$ cat src/rtl/msar_pkg.sv
// Shared constants, types and lookup tables of the Markov-switching AR filter.
package msar_pkg;

    localparam int MAX_REGIMES    = 4;
    localparam int MAX_REGRESSORS = 8;

    // Item kinds carried in the low bits of the input tuser
    localparam logic [1:0] OP_LOAD   = 2'd0;
    localparam logic [1:0] OP_REGR   = 2'd1;
    localparam logic [1:0] OP_OBS    = 2'd2;
    localparam logic [1:0] OP_SERIES = 2'd3;

    // Table selectors for load items
    localparam logic [2:0] TSEL_COEF  = 3'd0;
    localparam logic [2:0] TSEL_MEAN  = 3'd1;
    localparam logic [2:0] TSEL_SIGMA = 3'd2;
    localparam logic [2:0] TSEL_TRANS = 3'd3;
    localparam logic [2:0] TSEL_INIT  = 3'd4;

    // Configuration register indexes
    localparam logic [1:0] CFG_REGIMES    = 2'd0;
    localparam logic [1:0] CFG_REGRESSORS = 2'd1;

    // Table memory layout
    localparam logic [5:0] ADDR_COEF  = 6'd0;
    localparam logic [5:0] ADDR_MEAN  = 6'd32;
    localparam logic [5:0] ADDR_SIGMA = 6'd36;
    localparam logic [5:0] ADDR_TRANS = 6'd40;
    localparam logic [5:0] ADDR_INIT  = 6'd56;
    localparam int         TBL_DEPTH  = 64;

    // Divider geometry: Q16.16 numerators up to 48 bits, sums up to 35 bits
    localparam int NUM_W     = 48;
    localparam int DEN_W     = 35;
    localparam int DIV_STEPS = NUM_W;

    localparam logic signed [63:0] HALF_LOG_TWO_PI = 64'sd60224;
    localparam logic signed [32:0] LN_TWO_Q        = 33'sd45426;
    localparam logic [30:0]        Q_MAX           = 31'h7FFFFFFF;

    typedef struct packed {
        logic             start;
        logic [NUM_W-1:0] num;
        logic [DEN_W-1:0] den;
    } div_req_t;

    typedef struct packed {
        logic             done;
        logic [NUM_W-1:0] quo;
    } div_rsp_t;

    // exp(-n) for integer n in Q16.16
    function automatic logic [16:0] exp_int_lut(input logic [3:0] n);
        logic [16:0] v;
        case (n)
            4'd0:    v = 17'd65536;
            4'd1:    v = 17'd24109;
            4'd2:    v = 17'd8869;
            4'd3:    v = 17'd3263;
            4'd4:    v = 17'd1200;
            4'd5:    v = 17'd442;
            4'd6:    v = 17'd162;
            4'd7:    v = 17'd60;
            4'd8:    v = 17'd22;
            4'd9:    v = 17'd8;
            4'd10:   v = 17'd3;
            4'd11:   v = 17'd1;
            default: v = 17'd0;
        endcase
        return v;
    endfunction

    // exp(-k/16) in Q16.16
    function automatic logic [16:0] exp_frac_lut(input logic [4:0] k);
        logic [16:0] v;
        case (k)
            5'd0:    v = 17'd65536;
            5'd1:    v = 17'd61565;
            5'd2:    v = 17'd57835;
            5'd3:    v = 17'd54331;
            5'd4:    v = 17'd51039;
            5'd5:    v = 17'd47947;
            5'd6:    v = 17'd45042;
            5'd7:    v = 17'd42313;
            5'd8:    v = 17'd39750;
            5'd9:    v = 17'd37341;
            5'd10:   v = 17'd35079;
            5'd11:   v = 17'd32954;
            5'd12:   v = 17'd30957;
            5'd13:   v = 17'd29081;
            5'd14:   v = 17'd27319;
            5'd15:   v = 17'd25664;
            5'd16:   v = 17'd24109;
            default: v = 17'd0;
        endcase
        return v;
    endfunction

    // log2(1 + k/16) in Q16.16
    function automatic logic [16:0] log2_lut(input logic [4:0] k);
        logic [16:0] v;
        case (k)
            5'd0:    v = 17'd0;
            5'd1:    v = 17'd5732;
            5'd2:    v = 17'd11136;
            5'd3:    v = 17'd16248;
            5'd4:    v = 17'd21098;
            5'd5:    v = 17'd25711;
            5'd6:    v = 17'd30109;
            5'd7:    v = 17'd34312;
            5'd8:    v = 17'd38336;
            5'd9:    v = 17'd42196;
            5'd10:   v = 17'd45904;
            5'd11:   v = 17'd49472;
            5'd12:   v = 17'd52911;
            5'd13:   v = 17'd56229;
            5'd14:   v = 17'd59434;
            5'd15:   v = 17'd62534;
            5'd16:   v = 17'd65536;
            default: v = 17'd0;
        endcase
        return v;
    endfunction

    function automatic logic signed [31:0] sat32(input logic signed [63:0] v);
        logic signed [31:0] r;
        if (v > 64'sh7FFFFFFF)
            r = 32'sh7FFFFFFF;
        else if (v < -64'sh80000000)
            r = 32'sh80000000;
        else
            r = v[31:0];
        return r;
    endfunction

    function automatic logic [31:0] abs32(input logic signed [31:0] v);
        logic [31:0] r;
        r = v[31] ? 32'(-v) : v;
        return r;
    endfunction

    // Signed Q16.16 quotient from an unsigned quotient and the numerator sign
    function automatic logic signed [31:0] qdiv_fix(input logic neg,
                                                    input logic [NUM_W-1:0] quo);
        logic signed [31:0] r;
        if (neg)
            r = (quo > 48'h80000000) ? 32'sh80000000 : 32'(-quo[31:0]);
        else
            r = (quo > 48'h7FFFFFFF) ? 32'sh7FFFFFFF : quo[31:0];
        return r;
    endfunction

endpackage

$ cat src/rtl/msar_div.sv
// Iterative restoring divider, one quotient bit per cycle.
module msar_div (
    input  logic               clk,
    input  logic               rst_n,
    input  msar_pkg::div_req_t req,
    output msar_pkg::div_rsp_t rsp
);

    logic                         busy_reg;
    logic                         done_reg;
    logic [5:0]                   cnt_reg;
    logic [msar_pkg::NUM_W-1:0]   num_reg;
    logic [msar_pkg::DEN_W:0]     rem_reg;
    logic [msar_pkg::DEN_W-1:0]   den_reg;
    logic [msar_pkg::DEN_W:0]     rem_sh;
    logic                         ge;

    // Shift in the next numerator bit and trial-subtract
    always_comb
    begin
        rem_sh = {rem_reg[msar_pkg::DEN_W-1:0], num_reg[msar_pkg::NUM_W-1]};
        ge     = rem_sh >= {1'b0, den_reg};
    end

    always_ff @(posedge clk or negedge rst_n)
    begin
        if (!rst_n)
        begin
            busy_reg <= 1'b0;
            done_reg <= 1'b0;
            cnt_reg  <= '0;
            num_reg  <= '0;
            rem_reg  <= '0;
            den_reg  <= '0;
        end
        else
        begin
            done_reg <= 1'b0;
            if (req.start)
            begin
                busy_reg <= 1'b1;
                cnt_reg  <= '0;
                num_reg  <= req.num;
                den_reg  <= req.den;
                rem_reg  <= '0;
            end
            else if (busy_reg)
            begin
                rem_reg <= ge ? (rem_sh - {1'b0, den_reg}) : rem_sh;
                num_reg <= {num_reg[msar_pkg::NUM_W-2:0], ge};
                cnt_reg <= cnt_reg + 6'd1;
                if (cnt_reg == 6'(msar_pkg::DIV_STEPS - 1))
                begin
                    busy_reg <= 1'b0;
                    done_reg <= 1'b1;
                end
            end
        end
    end

    assign rsp.done = done_reg;
    assign rsp.quo  = num_reg;

endmodule

$ cat config.mk
export PLATFORM = sky130hd
export DESIGN_NAME = msar_div
export DESIGN_NICKNAME = d
export VERILOG_FILES = /design/src/rtl/msar_pkg.sv /design/src/rtl/msar_div.sv
export SDC_FILE = /design/constraint.sdc
export NUM_CORES = 1
export LEC_CHECK = 0
export ABC_AREA = 1
export BUFFER_PORTS_ARGS = -buffer_cell sky130_fd_sc_hd__buf_2
export CAP_MARGIN = 0
export CORE_ASPECT_RATIO = 0.8
export CORE_MARGIN = 1
export CORE_UTILIZATION = 50
export DETAILED_ROUTE_END_ITERATION = 10
export PLACE_DENSITY = 0.72
export SLEW_MARGIN = 10
export SYNTH_ARGS = -nofsm -noshare
export SYNTH_HDL_FRONTEND = slang
export SYNTH_SLANG_ARGS = --single-unit
$ cat constraint.sdc
create_clock -name clk -period 4.05 [get_ports clk]
set_input_delay 0.81 -clock clk [delete_from_list [all_inputs] [get_ports clk]]
set_output_delay 0.81 -clock clk [all_outputs]
set_load 0.05 [all_outputs]
==> reports/qor.log, run 1 <==
INFO  detailed_routing drt_pass1_iterations=5
INFO  grt            global_route_wire_length_before_repair=37600um
INFO  cells_and_area layout-drive-gt1-share=0.145
INFO  setup_path     setup.reg_to_reg.worst_slack=1.16ns
INFO  floorplanning  start_util=0.520
INFO  floorplanning  floorplan.die_area=0.0172mm^2
INFO  cts            clock_sink_count=126
INFO  setup_path     critical-path-slowest-cell=fa_1
INFO  setup_path     crit_end=rem_reg[30]
INFO  setup_path     crit-reg2reg-capture=rem_reg[30]
INFO  floorplanning  pin_count=135
INFO  floorplanning  coreArea=0.0160mm^2
INFO  timing         max_freq=0.346GHz
INFO  grt            grt_pass1_vias=7632
INFO  floorplanning  fp-row-count=41
INFO  setup_path     timing.reg2reg.worst_path_depth=16
INFO  setup_path     timing.critical_path.depth=16
INFO  logic_synthesis post_synth.cell_area_avg=6.84um^2
INFO  logic_synthesis post_synth_num_cell_types=33
INFO  cts            htree_levels=4
INFO  power_and_ir_drop p_leak=5.62nW
INFO  detailed_routing wl=22700um
INFO  cts            cts-root-buf=clkbuf_16
INFO  place          dp_worst_setup_slack=1.17ns
INFO  cts            clk-insertion-delay-late=0.43ns
INFO  timing         finalSetupTns=0ns
INFO  power_and_ir_drop power.density_cell_area=469mW/mm^2
INFO  cells_and_area antennaDiodeCount=0
INFO  setup_path     critical_path.max_stage_delay=0.43ns
INFO  cts            clk_transition_reported_paths=0.07ns
INFO  timing         finalHoldViolCount=0
INFO  setup_path     critical_path.startpoint=num_reg[47]
INFO  logic_synthesis synthesis.yosys.warnings=0
INFO  timing         final-max-slew-violation-count=0
INFO  detailed_routing route.detailed.drc=0
INFO  min_path       worst_hold_path_type=input pin to async pin
INFO  floorplanning  die_height=117um
INFO  setup_path     critical_path.max_fanout=36
INFO  place          detailed_place_hpwl=16700um
INFO  cells_and_area nets=1458
INFO  detailed_routing antenna_violating_nets_remaining=0
INFO  status         status=finished clean
INFO  detailed_routing total_number_of_vias=7960
INFO  cells_and_area largest_register_ffs=48
INFO  setup_path     cp_data_arrival_time=3.20ns
INFO  cts            post-cts-setup-buffer-count=0
INFO  setup_path     r2r-start=num_reg[47]
INFO  grt            gr-total-overflow=0
INFO  logic_synthesis synth_seq_cells=126
INFO  setup_path     critical_path.most_common_cell=nand2_1
INFO  timing         setup_slack=1.16ns
INFO  setup_path     worst-path-buf-inv=2
INFO  timing         layout_skew=0.00939ns
INFO  setup_path     worst_ep_required_time=4.36ns
INFO  grt            grt_util_all_layers=0.273
INFO  grt            initial_antenna_violation_count=1
INFO  cells_and_area area_occupied_by_multi_input_gates=0.00415mm^2
INFO  cells_and_area postLayoutCoreUtil=0.606
INFO  grt            grt_start_max_net_pins=79
INFO  place          buffer_ports.inserted=134
INFO  detailed_routing post_drt_wl_per_cell=14.5um
INFO  power_and_ir_drop total_power=0.00455W
INFO  timing         finalCritPeriodShare=0.714
INFO  timing         worst_slew_pin_tran=0.856ns
INFO  detailed_routing routed_via_density=5.09
INFO  timing         setup_violations=0
INFO  timing         layout_min_cycle_time=2.89ns
INFO  logic_synthesis postSynthCellCount=1215
INFO  job            timing.max_cap.violations=0
INFO  logic_synthesis post_synth_instance_area=0.00832mm^2
INFO  logic_synthesis mappedNetlistNets=1338
INFO  cts            cts-buffers-inserted=17
INFO  floorplanning  die-width=146um
INFO  power_and_ir_drop worst_ir_drop_vdd=0.000288V
INFO  cts            tritoncts=built
INFO  timing         rsz_0062_raised_after_global_routing=false
INFO  setup_path     setup.worst_path.end_class=register
INFO  place          gp_congestion=0.921
INFO  detailed_routing drt-initial-drc-count=657
INFO  cts            cts_resized=0
INFO  cts            cts_hold_buffers=0
INFO  logic_synthesis seq_area_frac_synth=0.379
INFO  setup_path     crit_path_cell_trace=inv_1 -> ha_1 -> inv_1 -> fa_1 -> nand3_1 -> nand3_2 -> nand3_1 -> nand3_2 -> nand2_1 -> nand2_2 -> nand3_4 -> nand2_8 -> nand2_2 -> nand2_1 -> nand2_1 -> nand2_1
INFO  setup_path     startpoint_type_of_the_worst_setup_path=register
INFO  setup_path     crit_path_class=register to register
INFO  cells_and_area sequential_cell_area=0.00315mm^2
INFO  setup_path     crit_family=simple AND/OR/NAND/NOR gates
INFO  cells_and_area fillers=1529
INFO  timing         timing.slew.headroom=0.428
INFO  cts            ctsLongestPathBuffers=2
INFO  cells_and_area area_growth_syn_to_layout=16.7%
[logic make-up (layout without fill, tap and decap cells)]
logic type,after synthesis,in the layout,share of synthesized area
fa+ha+maj,37,37,0.0566
buf+inv,262,395,0.122
xor+xnor,17,17,0.0179
compound gates,125,125,0.0983
flops,126,126,0.379
simple gates,648,648,0.326
[cell usage after synthesis]
library cell | number | area [um^2]
o21ai_0 | 49 | 245
nand3_1 | 70 | 350
inv_1 | 220 | 826
o21bai_1 | 4 | 30.0
xor2_1 | 2 | 17.5
nor2_4 | 2 | 22.5
fa_1 | 1 | 20.0
a31oi_1 | 1 | 6.26
nand3_4 | 1 | 17.5
buf_1 | 1 | 3.75
nand2_1 | 475 | 1780
a22oi_1 | 1 | 7.51
buf_6 | 3 | 33.8
a21oi_1 | 22 | 110
nor2_2 | 6 | 37.5
o211ai_1 | 2 | 15.0
dfrtp_1 | 126 | 3150
nand3_2 | 2 | 20.0
nand2_2 | 6 | 37.5
xnor2_1 | 15 | 131
nor3_1 | 10 | 50.1
ha_1 | 36 | 450
a21oi_2 | 1 | 8.76
nand2_8 | 1 | 20.0
nand3b_1 | 20 | 150
nor2_1 | 50 | 188
a22o_1 | 1 | 8.76
clkbuf_1 | 28 | 105
o221ai_1 | 44 | 385
buf_2 | 7 | 35.0
inv_2 | 2 | 7.51
nand4_1 | 5 | 31.3
buf_4 | 1 | 7.51
[metrics by stage]
stage	area, um^2	hold WS, ns	instances
final	9700	0.413	1563
after global routing	9700	0.467	1563
after CTS	9700	0.456	1563
after detailed placement	9140	0.475	1531
after global placement	9140	0.475	1531
after floorplan	8320	0.446	1215
[worst register-to-register path, cell delays in order, from the launching register on]
cell and delay [ns]:
dfrtp_1 0.40, inv_1 0.08, ha_1 0.15, inv_1 0.08, fa_1 0.43, nand3_1 0.12
nand3_2 0.12, nand3_1 0.11, nand3_2 0.10, nand2_1 0.09, nand2_2 0.08, nand3_4 0.32
nand2_8 0.27, nand2_2 0.24, nand2_1 0.06, nand2_1 0.07, nand2_1 0.06
[layer usage]
metal	track usage	vias to the layer above	share of wire
met2	0.434	247	0.45
met3	0.0704	30	0.073
met4	0.0534	0	0.012
met1	0.375	3651	0.46
li1	-	4032	-
met5	0	-	0
[worst min-delay path by stage]
stage,to
2_1_floorplan,den_reg[0]
3_3_place_gp,den_reg[0]
3_5_place_dp,den_reg[0]
4_1_cts,den_reg[17]
5_1_grt,rem_reg[19]
6_report,rem_reg[19]
[area by class of cell]
class,count,area share
inverters,222,0.0859
well taps,215,0.0277
repair buffers,141,0.0754
flip-flops and latches,126,0.325
multi-input cells,827,0.428
clock buffers,17,0.0438
clock inverters,15,0.0146
[cell usage in the layout, fill, tap and decap left out, types with 2 or more instances in the layout]
cell type     n
inv_1       220
nand2_2       6
nor2_4        2
o221ai_1     44
nor3_1       10
nor2_2        8
inv_6         6
a21oi_1      22
o21bai_1      4
nor2_1       48
nand4_1       5
xnor2_1      15
nand3_1      70
inv_8         4
nand2_1     475
dfrtp_1     126
inv_2         2
buf_2       132
xor2_1        2
nand3b_1     20
o211ai_1      2
clkinvlp_4    3
ha_1         36
nand3_2       2
buf_4         8
o21ai_0      49
clkbuf_16    17
[where the power goes]
group	total, W	internal [W]	switching [W]
registers	0.00147	0.00139	0.0000791
clock network	0.00150	0.000814	0.000683
logic	0.00158	0.000501	0.00108
total	0.00455	0.00270	0.00185
(Power assumes the default switching activity.)
==> run 2: changes to the inputs <==
- clock period: 4.05 -> 2.75 ns (I/O delays scaled with it)
==> run 2 against run 1 <==
Against the previous run:
- setup slack got worse by 0.92 ns
- final cell count up 0.64%
- final area increased by 1.7%
- clock power rose by 61%
- clock skew is 0.0021 ns lower
- non-clock buffer count grew 9
- count of clock-buffer cells in the layout unchanged
- core utilization grew 1.1 points
- fmax increased by 15%
- sequential power grew 47%
- die area is the same
- highest routed layer unchanged
==> reports/qor.log, run 2 (synthesis gave the netlist of run 1 again) <==
INFO  floorplanning  die_height=117um [unchanged]
INFO  cells_and_area antennaDiodeCount=0 [unchanged]
INFO  floorplanning  die-width=146um [unchanged]
INFO  timing         setup_violations=0 [unchanged]
INFO  timing         final-max-slew-violation-count=0 [unchanged]
INFO  timing         max_freq=0.398GHz [+15%]
INFO  place          gp_congestion=0.935 [+1.4%]
INFO  timing         finalHoldViolCount=0 [unchanged]
INFO  timing         layout_skew=0.00731ns [-0.00207 ns]
INFO  cells_and_area layout.cells.most_common=nand2_1
INFO  detailed_routing antenna_violating_nets_remaining=0 [unchanged]
INFO  cts            clk_transition_reported_paths=0.06ns [about the same]
INFO  grt            gr-total-overflow=0 [unchanged]
INFO  timing         rsz_0062_raised_after_global_routing=false
INFO  cts            clock_sink_count=126 [unchanged]
INFO  cells_and_area final_cell_mix=nand2_1 (475), inv_1 (220), buf_2 (132), dfrtp_1 (126), nand3_1 (70)
INFO  detailed_routing drt_pass1_iterations=5 [unchanged]
INFO  setup_path     setup.worst_path.end_class=register
INFO  timing         finalCritPeriodShare=0.915 [+0.200]
INFO  cells_and_area nets=1468 [+0.69%]
INFO  cts            cts-root-buf=clkbuf_16
INFO  grt            grt_start_max_net_pins=57 [-28%]
INFO  cells_and_area fillers=1503 [-1.7%]
INFO  detailed_routing route.detailed.drc=0 [unchanged]
INFO  floorplanning  floorplan.die_area=0.0172mm^2 [unchanged]
INFO  cells_and_area layout-drive-gt1-share=0.152 [+0.00629]
INFO  floorplanning  coreArea=0.0160mm^2 [unchanged]
INFO  setup_path     critical_path.max_fanout=18 [-50%]
INFO  cts            cts-buffers-inserted=17 [unchanged]
INFO  setup_path     worst_ep_required_time=3.06ns [-1.30 ns]
INFO  cts            ctsLongestPathBuffers=2 [unchanged]
INFO  status         status=finished clean
INFO  cells_and_area area_growth_syn_to_layout=18.7%
INFO  cts            tritoncts=built
INFO  power_and_ir_drop power.density_cell_area=707mW/mm^2 [+51%]
INFO  floorplanning  pin_count=135 [unchanged]
INFO  setup_path     crit_path_class=register to register
INFO  detailed_routing total_number_of_vias=7989 [+0.36%]
INFO  detailed_routing routed_via_density=5.08 [-0.27%]
INFO  min_path       worst_hold_path_type=input pin to async pin
INFO  detailed_routing post_drt_wl_per_cell=14.3um [-1.7%]
INFO  timing         timing.slew.headroom=0.508 [+0.0800]
INFO  place          detailed_place_hpwl=16600um [-1.0%]
INFO  setup_path     cp_data_arrival_time=2.83ns [-0.37 ns]
INFO  floorplanning  start_util=0.520 [unchanged]
INFO  grt            initial_antenna_violation_count=0 [-1]
INFO  timing         layout_min_cycle_time=2.52ns [-0.378 ns]
INFO  grt            global_route_wire_length_before_repair=36800um [-2.1%]
INFO  timing         finalSetupTns=0ns [unchanged]
INFO  cts            clk-insertion-delay-late=0.43ns [about the same]
INFO  cts            cts_hold_buffers=0 [unchanged]
INFO  power_and_ir_drop p_leak=5.72nW [+1.8%]
INFO  grt            grt_pass1_vias=7545 [-1.1%]
INFO  cts            htree_levels=4 [unchanged]
INFO  power_and_ir_drop worst_ir_drop_vdd=0.000564V [+96%]
INFO  detailed_routing drt-initial-drc-count=648 [-1.4%]
INFO  cells_and_area largest_register_ffs=48 [unchanged]
INFO  place          buffer_ports.inserted=134 [unchanged]
INFO  setup_path     startpoint_type_of_the_worst_setup_path=register
INFO  floorplanning  fp-row-count=41 [unchanged]
INFO  cells_and_area postLayoutCoreUtil=0.617 [+0.0106]
INFO  detailed_routing wl=22500um [-1.0%]
INFO  job            timing.max_cap.violations=0 [unchanged]
INFO  grt            grt_util_all_layers=0.268 [-0.00505]
INFO  timing         worst_slew_pin_tran=0.736ns [-0.120 ns]
[run 2: cell count changes in the layout (fill, tap and decap cells not counted), sizes merged]
cell and change:
bufinv +3, clkinvlp -3, nand2 +1, clkinv +2
buf +9, inv -2
[run 2: final timing paths]
| check | from | to | slack [ns] | cells after the start |
|---|---|---|---|---|
| max in group asynchronous | rst_n | num_reg[14] | 1.99 | 2 |
| max | num_reg[47] | rem_reg[32] | 0.23 | 16 |
| min | rst_n | rem_reg[15] | 0.04 | 1 |
| min reg2reg | den_reg[0] | den_reg[0] | 0.48 | 2 |
| min in group clk | req[59] | num_reg[24] | 0.33 | 3 |
| max reg2reg | num_reg[47] | rem_reg[32] | 0.23 | 16 |
[run 2: metal layers]
layer  GRT usage  up-vias  part of all wire
li1            -     4060                 -
met1       0.372     3632              0.47
met2       0.420      270              0.44
met3      0.0603       27             0.078
met4      0.0697        0             0.014
met5           0        -                 0
[run 2: what timing repair did]
item | CTS | global route
setup endpoints to repair | 0 | 34
gates resized for setup | 0 | 2
buffers inserted | 0 | 5
[run 2: per-stage QoR]
step | area [um^2] | std cells | power (W) | hold slack, ns | worst slack (ns)
floorplan | 8320 | 1215 | 0.00391 | 0.254 | 0.317
global placement | 9180 | 1535 | 0.00448 | 0.478 | 0.230
detailed placement | 9180 | 1535 | 0.00451 | 0.473 | 0.124
CTS | 9800 | 1567 | 0.00695 | 0.0415 | 0.110
global route | 9870 | 1573 | 0.00738 | 0.0659 | 0.0185
finish | 9870 | 1573 | 0.00697 | 0.0425 | 0.235
[run 2: power breakdown]
group	leakage [nW]	switching [W]	internal (W)	total (W)
sequential	1.60	0.000117	0.00205	0.00216
combinational	3.81	0.00162	0.000778	0.00240
clock	0.309	0.000953	0.00146	0.00241
[run 2: final cells by class]
type / count / area, um^2 / area share
multi-input cells: 828 / 4160 / 0.421
well taps: 215 / 269 / 0.0272
clock inverters: 15 / 199 / 0.0202
repair buffers: 150 / 832 / 0.0843
clock buffers: 17 / 425 / 0.0431
inverters: 222 / 833 / 0.0844
flip-flops and latches: 126 / 3150 / 0.319
[run 2: critical path, stage by stage (launching register included)]
cell and delay (ns):
dfrtp_1 0.39, inv_1 0.08, ha_1 0.14, inv_1 0.08, fa_1 0.44, nand3_1 0.13, nand3_2 0.12, nand3_1 0.10
nand3_2 0.10, nand2_1 0.09, nand2_2 0.07, nand3_4 0.16, nand2_8 0.15, nand2_2 0.16, nand2_1 0.06, nand2_1 0.06
nand2_1 0.05
==> run 3: changes to the inputs <==
- CTS_BUF_LIST: not set -> sky130_fd_sc_hd__clkbuf_4 sky130_fd_sc_hd__clkbuf_8
==> run 3 against run 2 <==
Against the previous run:
- sequential power hardly changed
- largest cell class unchanged
- final area fell by 1.8%
- count of clock-buffer cells in the layout stayed put
- power is 8.8% lower
- register-to-register slack hardly changed
- final cell count about the same
==> reports/qor.log, run 3 (synthesis gave the netlist of run 1 again) <==
INFO  status         status=finished clean
INFO  cells_and_area area_occupied_by_multi_input_gates=0.00416mm^2 [unchanged]
INFO  power_and_ir_drop comb_power_share=0.377 [+0.033]
INFO  power_and_ir_drop worst_ir_drop_vdd=0.000396V [-30%]
INFO  timing         max_freq=0.398GHz [about the same]
INFO  grt            gr-total-overflow=0 [unchanged]
INFO  power_and_ir_drop switching_power=0.00261W [-2.9%]
INFO  floorplanning  floorplan.die_area=0.0172mm^2 [unchanged]
INFO  setup_path     critical_path.max_fanout=18 [unchanged]
INFO  timing         timing.slew.headroom=0.506 [-0.00266]
INFO  floorplanning  die_height=117um [unchanged]
INFO  detailed_routing post_drt_wl_per_cell=14.2um [-0.49%]
INFO  timing         worst_slew_pin_tran=0.740ns [+0.00398 ns]
INFO  place          numPlacedInstances=1535 [unchanged]
INFO  cells_and_area largest_register_ffs=48 [unchanged]
INFO  setup_path     crit-reg2reg-capture=rem_reg[34]
INFO  cells_and_area layout.cells.most_common=nand2_1
INFO  floorplanning  die-width=146um [unchanged]
INFO  floorplanning  fp-row-count=41 [unchanged]
INFO  setup_path     cp_data_arrival_time=2.87ns [+0.04 ns]
INFO  setup_path     critical-path-slowest-cell=fa_1
INFO  power_and_ir_drop switching_share=0.411 [+0.0249]
INFO  setup_path     r2r-start=num_reg[47]
INFO  detailed_routing drt-initial-drc-count=617 [-4.8%]
INFO  timing         finalHoldViolCount=0 [unchanged]
INFO  power_and_ir_drop power_report.internal_total=0.00375W [-12%]
INFO  timing         finalCritPeriodShare=0.914 [about the same]
INFO  place          buffer_ports.inserted=134 [unchanged]
INFO  cts            htree_levels=4 [unchanged]
INFO  cts            cts-root-buf=clkbuf_8
INFO  grt            initial_antenna_violation_count=0 [unchanged]
INFO  detailed_routing drt_pass1_iterations=5 [unchanged]
INFO  cts            clk_transition_reported_paths=0.09ns [+0.03 ns]
INFO  timing         finalSetupTns=0ns [unchanged]
INFO  detailed_routing route.detailed.drc=0 [unchanged]
INFO  timing         rsz_0062_raised_after_global_routing=false
INFO  cells_and_area layout-drive-gt1-share=0.152 [about the same]
INFO  setup_path     crit_path_class=register to register
INFO  detailed_routing total_number_of_vias=7935 [-0.68%]
INFO  cells_and_area sequential_cell_area=0.00315mm^2 [unchanged]
INFO  setup_path     startpoint_type_of_the_worst_setup_path=register
INFO  setup_path     setup.reg_to_reg.worst_slack=0.24ns [about the same]
INFO  cells_and_area fillers=1526 [+1.5%]
INFO  cells_and_area final_cell_mix=nand2_1 (475), inv_1 (220), buf_2 (132), dfrtp_1 (126), nand3_1 (70)
INFO  setup_path     worst_ep_required_time=3.10ns [+0.04 ns]
INFO  timing         layout_skew=0.0123ns [+0.00497 ns]
INFO  min_path       worst_hold_path_type=input pin to register
INFO  setup_path     setup.worst_path.end_class=register
INFO  power_and_ir_drop power.density_cell_area=657mW/mm^2 [-7.0%]
INFO  cts            clock_sink_count=126 [unchanged]
INFO  cells_and_area area_growth_syn_to_layout=16.5%
INFO  cells_and_area antennaDiodeCount=0 [unchanged]
INFO  cells_and_area postLayoutCoreUtil=0.605 [-0.0113]
INFO  setup_path     timing.reg2reg.worst_path_depth=16 [unchanged]
INFO  cells_and_area layoutNonFillerInstCount=1574 [+0.064%]
INFO  timing         layout_min_cycle_time=2.51ns [-0.00116 ns]
INFO  setup_path     crit_end=rem_reg[34]
INFO  place          gp_congestion=0.935 [unchanged]
INFO  timing         final-max-slew-violation-count=0 [unchanged]
INFO  power_and_ir_drop seq_power_share=0.339 [+0.029]
INFO  floorplanning  start_util=0.520 [unchanged]
INFO  cts            clk-insertion-delay-late=0.47ns [+0.04 ns]
INFO  setup_path     critical_path.most_common_cell=nand2_1
INFO  timing         setup_violations=0 [unchanged]
INFO  cts            ctsLongestPathBuffers=2 [unchanged]
INFO  setup_path     critical_path.startpoint=num_reg[47]
INFO  detailed_routing wl=22400um [-0.43%]
INFO  setup_path     critical_path.max_stage_delay=0.44ns [about the same]
INFO  detailed_routing routed_via_density=5.04 [-0.74%]
INFO  cts            cts-buffers-inserted=17 [unchanged]
INFO  power_and_ir_drop total_power=0.00636W [-8.8%]
INFO  detailed_routing antenna_violating_nets_remaining=0 [unchanged]
INFO  place          detailed_place_hpwl=16600um [unchanged]
INFO  setup_path     crit_path_cell_trace=inv_1 -> ha_1 -> inv_1 -> fa_1 -> nand3_1 -> nand3_2 -> nand3_1 -> nand3_2 -> nand2_1 -> nand2_2 -> nand3_4 -> nand2_8 -> nand2_2 -> nand2_1 -> nand2_1 -> nand2_1
INFO  cells_and_area nets=1469 [+0.068%]
INFO  grt            grt_util_all_layers=0.267 [-0.000469]
INFO  grt            grt_start_max_net_pins=57 [unchanged]
INFO  floorplanning  coreArea=0.0160mm^2 [unchanged]
INFO  cts            tritoncts=built
INFO  job            timing.max_cap.violations=0 [unchanged]
INFO  grt            global_route_wire_length_before_repair=36500um [-0.66%]
INFO  power_and_ir_drop clock_power_share=0.284 [-0.062]
INFO  floorplanning  pin_count=135 [unchanged]
INFO  power_and_ir_drop p_leak=5.64nW [-1.5%]
INFO  grt            grt_pass1_vias=7448 [-1.3%]
[run 3: critical path: cells and delay by family, from the launching register on]
family / cells / cell delay [ns]
flops: 1 / 0.40
buf+inv: 2 / 0.16
simple gates: 12 / 1.26
fa+ha+maj: 2 / 0.58
[run 3: what timing repair did]
| action | CTS | global route |
|---|---|---|
| hold buffers | 1 | 0 |
| endpoints found under the hold margin | 26 | 0 |
| buffers inserted | 0 | 5 |
| endpoints found under the setup margin | 0 | 34 |
| gates resized for setup | 0 | 2 |
[run 3: per-stage QoR]
step | hold WS [ns] | instance area [um^2] | setup slack, ns
after global placement | 0.478 | 9180 | 0.230
after floorplan | 0.254 | 8320 | 0.317
after global routing | 0.270 | 9690 | 0.0174
final | 0.283 | 9690 | 0.236
after detailed placement | 0.473 | 9180 | 0.124
after CTS | 0.265 | 9620 | 0.115
[run 3: power groups by stage]
stage               Combinational (W)  Sequential [W]  Clock, W
floorplan                     0.00152         0.00240         0
global placement              0.00229         0.00219         0
detailed placement            0.00232         0.00219         0
CTS                           0.00233         0.00216   0.00185
global route                  0.00267         0.00218   0.00193
finish                        0.00240         0.00216   0.00180
[run 3: worst min path at each step]
stage,startpoint,to,cells after the start
finish,req[58],num_reg[23],3
floorplan,rst_n,busy_reg,0
detailed placement,den_reg[0],den_reg[0],2
CTS,req[59],num_reg[24],3
global route,req[18],den_reg[18],3
global placement,den_reg[0],den_reg[0],2
[run 3: layout make-up]
type | instances | area share
multi-input cells | 828 | 0.429
flip-flops and latches | 126 | 0.325
repair buffers | 151 | 0.0869
inverters | 222 | 0.0860
well taps | 215 | 0.0278
clock buffers | 17 | 0.0241
clock inverters | 15 | 0.0205
[run 3: metal layers]
metal / track usage / routed length, um / part of all wire
met1: 0.371 / 10600 / 0.47
met2: 0.415 / 9960 / 0.45
met3: 0.0720 / 1520 / 0.068
met4: 0.0599 / 293 / 0.013
met5: 0 / 0 / 0
